### config.mk
export PLATFORM = sky130hd
export DESIGN_NAME = grid_gray_histogram_unit
export DESIGN_NICKNAME = d
export VERILOG_FILES = /design/src/rtl/ggh_pkg.sv /design/src/rtl/grid_gray_histogram_unit.sv /design/src/rtl/ggh_cfg.sv /design/src/rtl/ggh_ctrl.sv /design/src/rtl/ggh_dp.sv
export SDC_FILE = /design/constraint.sdc
export NUM_CORES = 2
export LEC_CHECK = 0
export BUFFER_PORTS_ARGS = -buffer_cell sky130_fd_sc_hd__buf_4
export CAP_MARGIN = 30
export CORE_AREA = 2 2 321 323
export DETAILED_ROUTE_END_ITERATION = 16
export DIE_AREA = 0 0 323 325
export MAX_ROUTING_LAYER = met4
export PLACE_DENSITY = 0.8
export SLEW_MARGIN = 20
export SYNTH_ARGS = -nofsm -noshare
export SYNTH_HDL_FRONTEND = slang
export SYNTH_HIERARCHICAL = 1
export SYNTH_SLANG_ARGS = --single-unit
### constraint.sdc
create_clock -name clk -period 6.26 [get_ports clk]
set_clock_uncertainty 0.1 [all_clocks]
set_input_delay 0.313 -clock clk [delete_from_list [all_inputs] [get_ports clk]]
set_output_delay 0.313 -clock clk [all_outputs]
set_load 0.01 [all_outputs]
### src/rtl/ggh_pkg.sv
package ggh_pkg;

	localparam int MAX_WIDTH  = 4096;
	localparam int MAX_HEIGHT = 4096;
	localparam int GRID       = 3;
	localparam int BINS       = 16;

	localparam int CFG_W     = 13;
	localparam int POS_W     = 12;
	localparam int PIX_W     = 8;
	localparam int COUNT_W   = 21;
	localparam int FRAC_W    = 17;
	localparam int REGION_W  = 4;
	localparam int BIN_W     = 4;
	localparam int REG_IDX_W = 1;

	localparam int GRID_W   = (GRID > 1) ? $clog2(GRID) : 1;
	localparam int BIDX_W   = $clog2(BINS);
	localparam int DEPTH    = GRID * BINS;
	localparam int ADDR_W   = $clog2(DEPTH);
	localparam int SUBD_W   = $clog2(MAX_WIDTH / GRID + 1);
	localparam int TOTAL_W  = 2 * SUBD_W;
	localparam int Q_W      = FRAC_W;
	localparam int STEP_W   = $clog2(Q_W);

	localparam int RECIP_SH = 17;
	localparam int RECIP    = (2 ** RECIP_SH + GRID - 1) / GRID;
	localparam int RECIP_W  = $clog2(RECIP + 1);

	localparam int RST_WIDTH  = 640;
	localparam int RST_HEIGHT = 480;
	localparam int RST_SUB_W  = RST_WIDTH / GRID;
	localparam int RST_SUB_H  = RST_HEIGHT / GRID;

	localparam logic [FRAC_W-1:0] ONE_Q16 = FRAC_W'(65536);

	typedef enum logic [REG_IDX_W-1:0] {
		REG_FRAME_WIDTH  = 1'b0,
		REG_FRAME_HEIGHT = 1'b1
	} reg_idx_t;

	typedef struct packed {
		logic [CFG_W-1:0]  width;
		logic [CFG_W-1:0]  height;
		logic [SUBD_W-1:0] sub_w;
		logic [SUBD_W-1:0] sub_h;
	} cfg_t;

	typedef struct packed {
		logic accept;
		logic update;
		logic read_bin;
		logic load;
		logic step;
		logic put;
	} cmd_t;

	typedef struct packed {
		logic end_region;
		logic last_bin;
		logic div_done;
		logic out_free;
	} sts_t;

endpackage

### src/rtl/grid_gray_histogram_unit.sv
// Channel  Direction  Handshake            Payload
// cfg      in         cfg_write            cfg_index, cfg_data
// pixel    in         in_valid / in_ready  pixel, frame_start
// result   out        out_valid/out_ready  region_index, bin_index, fraction, last, frame_done
//
// A pixel request is handled in the accept cycle and then a read-modify-write of its bin count.
// A pixel that completes a region then emits its 16 bins one after another (read, load, 17 divide steps,
// put) through the bit-serial divider; an output stall holds the put step.
// Reset clears position and all bin counts at once through valid bits and loads a 640 by 480 frame.
// A held output result does not block the next pixel request once the region is emitted.
module grid_gray_histogram_unit
	import ggh_pkg::*;
(
	input  logic                 clk,
	input  logic                 arst_n,
	input  logic                 cfg_write,
	input  logic [REG_IDX_W-1:0] cfg_index,
	input  logic [CFG_W-1:0]     cfg_data,
	input  logic                 in_valid,
	output logic                 in_ready,
	input  logic [PIX_W-1:0]     pixel,
	input  logic                 frame_start,
	output logic                 out_valid,
	input  logic                 out_ready,
	output logic [REGION_W-1:0]  region_index,
	output logic [BIN_W-1:0]     bin_index,
	output logic [FRAC_W-1:0]    fraction,
	output logic                 last,
	output logic                 frame_done
);

	cfg_t cfg;
	cmd_t cmd;
	sts_t sts;

	ggh_cfg u_cfg (
		.clk       (clk),
		.arst_n    (arst_n),
		.cfg_write (cfg_write),
		.cfg_index (cfg_index),
		.cfg_data  (cfg_data),
		.cfg       (cfg)
	);

	ggh_ctrl u_ctrl (
		.clk      (clk),
		.arst_n   (arst_n),
		.in_valid (in_valid),
		.in_ready (in_ready),
		.sts      (sts),
		.cmd      (cmd)
	);

	ggh_dp u_dp (
		.clk          (clk),
		.arst_n       (arst_n),
		.cfg          (cfg),
		.cmd          (cmd),
		.sts          (sts),
		.pixel        (pixel),
		.frame_start  (frame_start),
		.out_valid    (out_valid),
		.out_ready    (out_ready),
		.region_index (region_index),
		.bin_index    (bin_index),
		.fraction     (fraction),
		.last         (last),
		.frame_done   (frame_done)
	);

endmodule

### src/rtl/ggh_cfg.sv
module ggh_cfg
	import ggh_pkg::*;
(
	input  logic                 clk,
	input  logic                 arst_n,
	input  logic                 cfg_write,
	input  logic [REG_IDX_W-1:0] cfg_index,
	input  logic [CFG_W-1:0]     cfg_data,
	output cfg_t                 cfg
);

	cfg_t              cfg_q;
	logic [CFG_W-1:0]  width_c;
	logic [CFG_W-1:0]  height_c;

	function automatic logic [CFG_W-1:0] clamp_dim(logic [CFG_W-1:0] v, logic [CFG_W-1:0] hi);
		logic [CFG_W-1:0] r;
		r = v;
		if (v < CFG_W'(GRID)) r = CFG_W'(GRID);
		else if (v > hi) r = hi;
		return r;
	endfunction

	// Division by the grid size as a multiply by a rounded-up reciprocal,
	// which can overshoot by one and is corrected by a single compare.
	function automatic logic [SUBD_W-1:0] sub_dim(logic [CFG_W-1:0] v);
		logic [CFG_W+RECIP_W-1:0] prod;
		logic [CFG_W-1:0]         q;
		logic [CFG_W+GRID_W:0]    back;
		prod = (CFG_W+RECIP_W)'(v) * (CFG_W+RECIP_W)'(RECIP);
		q    = CFG_W'(prod >> RECIP_SH);
		back = (CFG_W+GRID_W+1)'(q) * (CFG_W+GRID_W+1)'(GRID);
		if (back > (CFG_W+GRID_W+1)'(v)) q = q - 1'b1;
		return q[SUBD_W-1:0];
	endfunction

	always_comb begin
		width_c  = clamp_dim(cfg_data, CFG_W'(MAX_WIDTH));
		height_c = clamp_dim(cfg_data, CFG_W'(MAX_HEIGHT));
	end

	always_ff @(posedge clk or negedge arst_n) begin
		if (!arst_n) begin
			cfg_q.width  <= CFG_W'(RST_WIDTH);
			cfg_q.height <= CFG_W'(RST_HEIGHT);
			cfg_q.sub_w  <= SUBD_W'(RST_SUB_W);
			cfg_q.sub_h  <= SUBD_W'(RST_SUB_H);
		end else if (cfg_write) begin
			unique case (reg_idx_t'(cfg_index))
				REG_FRAME_WIDTH: begin
					cfg_q.width <= width_c;
					cfg_q.sub_w <= sub_dim(width_c);
				end
				REG_FRAME_HEIGHT: begin
					cfg_q.height <= height_c;
					cfg_q.sub_h  <= sub_dim(height_c);
				end
			endcase
		end
	end

	assign cfg = cfg_q;

endmodule

### src/rtl/ggh_ctrl.sv
module ggh_ctrl
	import ggh_pkg::*;
(
	input  logic clk,
	input  logic arst_n,
	input  logic in_valid,
	output logic in_ready,
	input  sts_t sts,
	output cmd_t cmd
);

	typedef enum logic [2:0] {
		S_IDLE,
		S_UPDATE,
		S_READ,
		S_LOAD,
		S_DIVIDE,
		S_PUT
	} state_t;

	state_t state_q;
	logic   in_ready_q;
	logic   accept;

	assign accept = in_valid && in_ready_q;

	always_ff @(posedge clk or negedge arst_n) begin
		if (!arst_n) begin
			state_q    <= S_IDLE;
			in_ready_q <= 1'b1;
		end else begin
			unique case (state_q)
				S_IDLE: begin
					if (accept) begin
						state_q    <= S_UPDATE;
						in_ready_q <= 1'b0;
					end
				end
				S_UPDATE: begin
					if (sts.end_region) begin
						state_q <= S_READ;
					end else begin
						state_q    <= S_IDLE;
						in_ready_q <= 1'b1;
					end
				end
				S_READ: state_q <= S_LOAD;
				S_LOAD: state_q <= S_DIVIDE;
				S_DIVIDE: begin
					if (sts.div_done) state_q <= S_PUT;
				end
				S_PUT: begin
					if (sts.out_free) begin
						if (sts.last_bin) begin
							state_q    <= S_IDLE;
							in_ready_q <= 1'b1;
						end else begin
							state_q <= S_READ;
						end
					end
				end
				default: begin
					state_q    <= S_IDLE;
					in_ready_q <= 1'b1;
				end
			endcase
		end
	end

	always_comb begin
		cmd.accept   = accept;
		cmd.update   = (state_q == S_UPDATE);
		cmd.read_bin = (state_q == S_READ);
		cmd.load     = (state_q == S_LOAD);
		cmd.step     = (state_q == S_DIVIDE);
		cmd.put      = (state_q == S_PUT) && sts.out_free;
	end

	assign in_ready = in_ready_q;

endmodule

### src/rtl/ggh_dp.sv
module ggh_dp
	import ggh_pkg::*;
(
	input  logic                clk,
	input  logic                arst_n,
	input  cfg_t                cfg,
	input  cmd_t                cmd,
	output sts_t                sts,
	input  logic [PIX_W-1:0]    pixel,
	input  logic                frame_start,
	output logic                out_valid,
	input  logic                out_ready,
	output logic [REGION_W-1:0] region_index,
	output logic [BIN_W-1:0]    bin_index,
	output logic [FRAC_W-1:0]   fraction,
	output logic                last,
	output logic                frame_done
);

	logic [POS_W-1:0]   col_q;
	logic [POS_W-1:0]   row_q;
	logic [DEPTH-1:0]   vld_q;
	logic               out_valid_q;
	logic [BIDX_W-1:0]  bin_cnt_q;
	logic [STEP_W-1:0]  step_cnt_q;
	logic               counted_s1;
	logic               end_s1;

	logic [ADDR_W-1:0]  addr_s1;
	logic [GRID_W-1:0]  rc_s1;
	logic [GRID_W-1:0]  band_s1;

	logic [COUNT_W-1:0] mem [DEPTH];
	logic [COUNT_W-1:0] rd_data_q;
	logic [TOTAL_W-1:0] total_q;
	logic               sat_q;
	logic [TOTAL_W-1:0] rem_q;
	logic [Q_W-1:0]     quo_q;

	logic [REGION_W-1:0] region_q;
	logic [BIN_W-1:0]    bin_q;
	logic [FRAC_W-1:0]   frac_q;
	logic                last_q;
	logic                done_q;

	logic [POS_W-1:0]   col;
	logic [POS_W-1:0]   row;
	logic [CFG_W-1:0]   col_bnd [GRID];
	logic [CFG_W-1:0]   row_bnd [GRID];
	logic [GRID_W-1:0]  rc;
	logic [GRID_W-1:0]  band;
	logic               col_end;
	logic               row_end;
	logic               col_in;
	logic               row_in;
	logic [CFG_W-1:0]   col_inc;
	logic [CFG_W-1:0]   row_inc;
	logic [POS_W-1:0]   col_n;
	logic [POS_W-1:0]   row_n;
	logic [BIDX_W-1:0]  pix_bin;
	logic [ADDR_W-1:0]  pix_addr;
	logic [ADDR_W-1:0]  emit_addr;
	logic [ADDR_W-1:0]  rd_addr;
	logic [ADDR_W-1:0]  cur_addr;
	logic [COUNT_W-1:0] cur_count;
	logic [COUNT_W-1:0] cnt_inc;
	logic [TOTAL_W:0]   rem2;
	logic               take;
	logic [Q_W:0]       rnd;
	logic [REGION_W-1:0] region;
	logic               last_bin;

	always_comb begin
		col = frame_start ? '0 : col_q;
		row = frame_start ? '0 : row_q;
		for (int k = 0; k < GRID; k++) begin
			col_bnd[k] = CFG_W'((k + 1) * int'(cfg.sub_w));
			row_bnd[k] = CFG_W'((k + 1) * int'(cfg.sub_h));
		end
		rc      = '0;
		band    = '0;
		col_end = 1'b0;
		row_end = 1'b0;
		col_inc = {1'b0, col} + 1'b1;
		row_inc = {1'b0, row} + 1'b1;
		for (int k = 0; k < GRID - 1; k++) begin
			if ({1'b0, col} >= col_bnd[k]) rc = rc + 1'b1;
			if ({1'b0, row} >= row_bnd[k]) band = band + 1'b1;
		end
		for (int k = 0; k < GRID; k++) begin
			if (col_inc == col_bnd[k]) col_end = 1'b1;
			if (row_inc == row_bnd[k]) row_end = 1'b1;
		end
		col_in = ({1'b0, col} < col_bnd[GRID-1]);
		row_in = ({1'b0, row} < row_bnd[GRID-1]);

		if (col_inc >= cfg.width) begin
			col_n = '0;
			row_n = (row_inc >= cfg.height) ? '0 : row_inc[POS_W-1:0];
		end else begin
			col_n = col_inc[POS_W-1:0];
			row_n = row;
		end

		pix_bin   = BIDX_W'((int'(pixel) * BINS) >> PIX_W);
		pix_addr  = ADDR_W'(int'(rc) * BINS + int'(pix_bin));
		emit_addr = ADDR_W'(int'(rc_s1) * BINS + int'(bin_cnt_q));
		rd_addr   = cmd.accept ? pix_addr : emit_addr;
		cur_addr  = cmd.update ? addr_s1 : emit_addr;
		cur_count = vld_q[cur_addr] ? rd_data_q : '0;
		cnt_inc   = cur_count + 1'b1;

		rem2 = {rem_q, 1'b0};
		take = (rem2 >= {1'b0, total_q});
		rnd  = {1'b0, quo_q} + 1'b1;

		region   = REGION_W'(int'(band_s1) * GRID + int'(rc_s1));
		last_bin = (bin_cnt_q == BIDX_W'(BINS - 1));
	end

	always_ff @(posedge clk or negedge arst_n) begin
		if (!arst_n) begin
			col_q       <= '0;
			row_q       <= '0;
			vld_q       <= '0;
			out_valid_q <= 1'b0;
			bin_cnt_q   <= '0;
			step_cnt_q  <= '0;
			counted_s1  <= 1'b0;
			end_s1      <= 1'b0;
		end else begin
			if (cmd.accept) begin
				col_q      <= col_n;
				row_q      <= row_n;
				counted_s1 <= col_in && row_in;
				end_s1     <= col_in && row_in && col_end && row_end;
				if (frame_start) vld_q <= '0;
			end
			if (cmd.update && counted_s1) vld_q[addr_s1] <= 1'b1;
			if (cmd.load) step_cnt_q <= '0;
			if (cmd.step) step_cnt_q <= step_cnt_q + 1'b1;
			if (cmd.put) begin
				vld_q[emit_addr] <= 1'b0;
				bin_cnt_q        <= last_bin ? '0 : bin_cnt_q + 1'b1;
				out_valid_q      <= 1'b1;
			end else if (out_ready) begin
				out_valid_q <= 1'b0;
			end
		end
	end

	always_ff @(posedge clk) begin
		if (cmd.accept) begin
			addr_s1 <= pix_addr;
			rc_s1   <= rc;
			band_s1 <= band;
		end
		if (cmd.update && counted_s1) mem[addr_s1] <= cnt_inc;
		rd_data_q <= mem[rd_addr];
		total_q   <= TOTAL_W'(cfg.sub_w) * TOTAL_W'(cfg.sub_h);
		if (cmd.load) begin
			sat_q <= (TOTAL_W'(cur_count) >= total_q);
			rem_q <= TOTAL_W'(cur_count);
			quo_q <= '0;
		end
		if (cmd.step) begin
			if (take) begin
				rem_q <= TOTAL_W'(rem2 - {1'b0, total_q});
				quo_q <= {quo_q[Q_W-2:0], 1'b1};
			end else begin
				rem_q <= rem2[TOTAL_W-1:0];
				quo_q <= {quo_q[Q_W-2:0], 1'b0};
			end
		end
		if (cmd.put) begin
			region_q <= region;
			bin_q    <= BIN_W'(bin_cnt_q);
			frac_q   <= sat_q ? ONE_Q16 : rnd[Q_W:1];
			last_q   <= last_bin;
			done_q   <= last_bin && (region == REGION_W'(GRID * GRID - 1));
		end
	end

	always_comb begin
		sts.end_region = end_s1;
		sts.last_bin   = last_bin;
		sts.div_done   = (step_cnt_q == STEP_W'(Q_W - 1));
		sts.out_free   = !out_valid_q || out_ready;
	end

	assign out_valid    = out_valid_q;
	assign region_index = region_q;
	assign bin_index    = bin_q;
	assign fraction     = frac_q;
	assign last         = last_q;
	assign frame_done   = done_q;

endmodule

==> flow_summary.ini <==
[cts]
cts_max_level = 4
worstSkewPairLatency_ps = 770
cts_made_buffers = 130
cts_sinks = 1262
cts_buffer_depth = 3
cts_tree = done
cts_root_buffer = clkbuf_16
clk_transition_reported_paths_ps = 60

[finish]
mostFrequentLayoutCells = 1083 x edfxtp_1, 495 x nand2_1, 329 x buf_4
syn2layout_area_growth_pct = 14.68
num-fill-cells = 6205
regArea_um2 = 36800
layoutNonFillerInstCount = 6598
multi_input_area_um2 = 26710
final_common_cell = edfxtp_1
design_area_um2 = 74160
drive_gt1_frac = 0.2115
nNetsFinal = 5613

[timing]
setup_viol = 22
tightest_slew_ps = 1470
final_max_slew_viol_count = 0
rsz0062_at_grt = yes
clock.fmax_mhz = 138.8
worst_slack_ps = -943.6
min_period_over_period = 1.151
hold_ws_ps = 35.45
relSlewSlack = 0.01279
hold_viol = 0
period_minus_slack_ps = 7204

[route]
vias_per_cell = 6.661
drt-initial-drc-count = 6658
dr.pass1.iters = 9
routed_wl_um = 186100
drc = 0
post_drt_wl_per_cell_um = 28.21
via_count = 43946
ant_nets = 0

[placement]
hpwl_um = 113200
dpl.cell_count = 6296
port_buffers = 52
place.gp.congestion = 1.025
place_area_um2 = 68960
pre_cts_slack_ps = -1977

[yosys]
syn-num-nets = 5297
yosys_warnings = 6
synthCells = 4804
syn-mean-instance-area_um2 = 13.46
syn_area_um2 = 64660

[power_and_ir_drop]
vdd.ir_drop.worst_mv = 0.7727
p_leak_nw = 28.33
power_density_nw_per_um2 = 426.6
power.total_mw = 31.63

[floorplan]
start_util = 0.6383
num_rows = 117
die_h_um = 325
die_w_um = 323
ioPinCount = 57
die-area_um2 = 105000
coreArea_um2 = 101300

[setup_path]
worst-r2r-setup-slack_ps = 240
reg2reg_depth = 18
crit_top_cell = inv_2
crit_path_end_kind = register
timing.rr.start = u_ctrl/state_q[0]
r2r_end = u_dp/sat_q
start_kind = primary input
crit_required_ps = 6840
cpMaxStageDelayCell = fa_2
max_stage_delay_ps = 580
crit_fanout = 7
arrival_ps = 7780
setup.worst_path.class = in -> reg

[global_route]
groute.usage.overall = 0.3685
grt_max_degree = 100
grt-ovfl-total = 0
grt_antenna_before_repair = 13
grt_pass1_vias = 44161
grt_pass1_wl_um = 276300

[run]
drv_cap = 1

[hold_path]
hp-start = cfg_data[3]
hold_end = u_cfg/cfg[38]
whs_path_depth = 5
hp-class = in -> reg

[outcome]
failed_checks = capacitance limit, setup timing
status = complete, but fails checks
==> sequential cells by signal (all words and copies together) (netlist names), 5 cells and up <==
name / cells
u_dp/step_cnt_q: 5
u_dp/mem: 1008
u_dp/row_q: 12
u_dp/rd_data_q: 21
u_dp/rem_q: 22
u_dp/quo_q: 17
u_cfg/cfg: 48
u_dp/col_q: 12
u_dp/addr_s1: 6
u_dp/vld_q: 48
u_dp/fraction: 17
u_dp/total_q: 22
==> worst max-delay path by stage <==
stage | depth (start not counted) | startpoint | to
finish | 41 | cfg_data[8] | u_cfg/cfg[18]
global route | 41 | cfg_data[8] | u_cfg/cfg[18]
CTS | 36 | cfg_data[8] | u_cfg/cfg[9]
detailed placement | 39 | cfg_data[8] | u_cfg/cfg[9]
global placement | 39 | cfg_data[8] | u_cfg/cfg[20]
floorplan | 37 | cfg_data[3] | u_cfg/cfg[12]
==> repair_timing <==
item / CTS / global route
setup endpoints to repair: 22 / 23
pin swaps: 45 / 57
hold buffers: 15 / 0
gates resized for setup: 45 / 44
endpoints found under the hold margin: 89 / 0
buffers inserted: 17 / 10
==> per-stage QoR <==
stage / TNS (ps) / utilization
after floorplan: -29150 / -
after global routing: -27730 / 0.7320
after global placement: -37890 / 0.6792
after CTS: -17150 / 0.7247
after detailed placement: -40500 / 0.6807
final: -18340 / 0.7321
==> report_power, final <==
group          internal, mW  total [mW]  switching [mW]
registers              9.30        9.55           0.257
clock network          4.13        7.42            3.29
logic                  6.74        14.7            7.93
total                  20.2        31.6            11.5
==> critical path, delay by kind of cell <==
family	cells	cell delay [ps]
compound gates	14	2330
xor+xnor	2	450
fa+ha+maj	8	2680
buf+inv	9	870
simple gates	8	1160
==> layer usage <==
metal  global-route usage  up-vias  part of all wire
met5                    -        -                 0
met4               0.1619        0             0.049
met3               0.1038      685              0.13
met2               0.5419     3211              0.46
met1               0.4827    21625              0.36
li1                     -    18425                 -
==> final cells by class <==
class	instances	area share
diodes	14	0.0004724
multi-input cells	2978	0.3602
clock buffers	177	0.04793
inverters	348	0.01780
flip-flops and latches	1262	0.4963
well taps	1368	0.02308
repair buffers	400	0.04834
clock inverters	51	0.005888
Note: power is estimated with default switching activity, not from simulation.
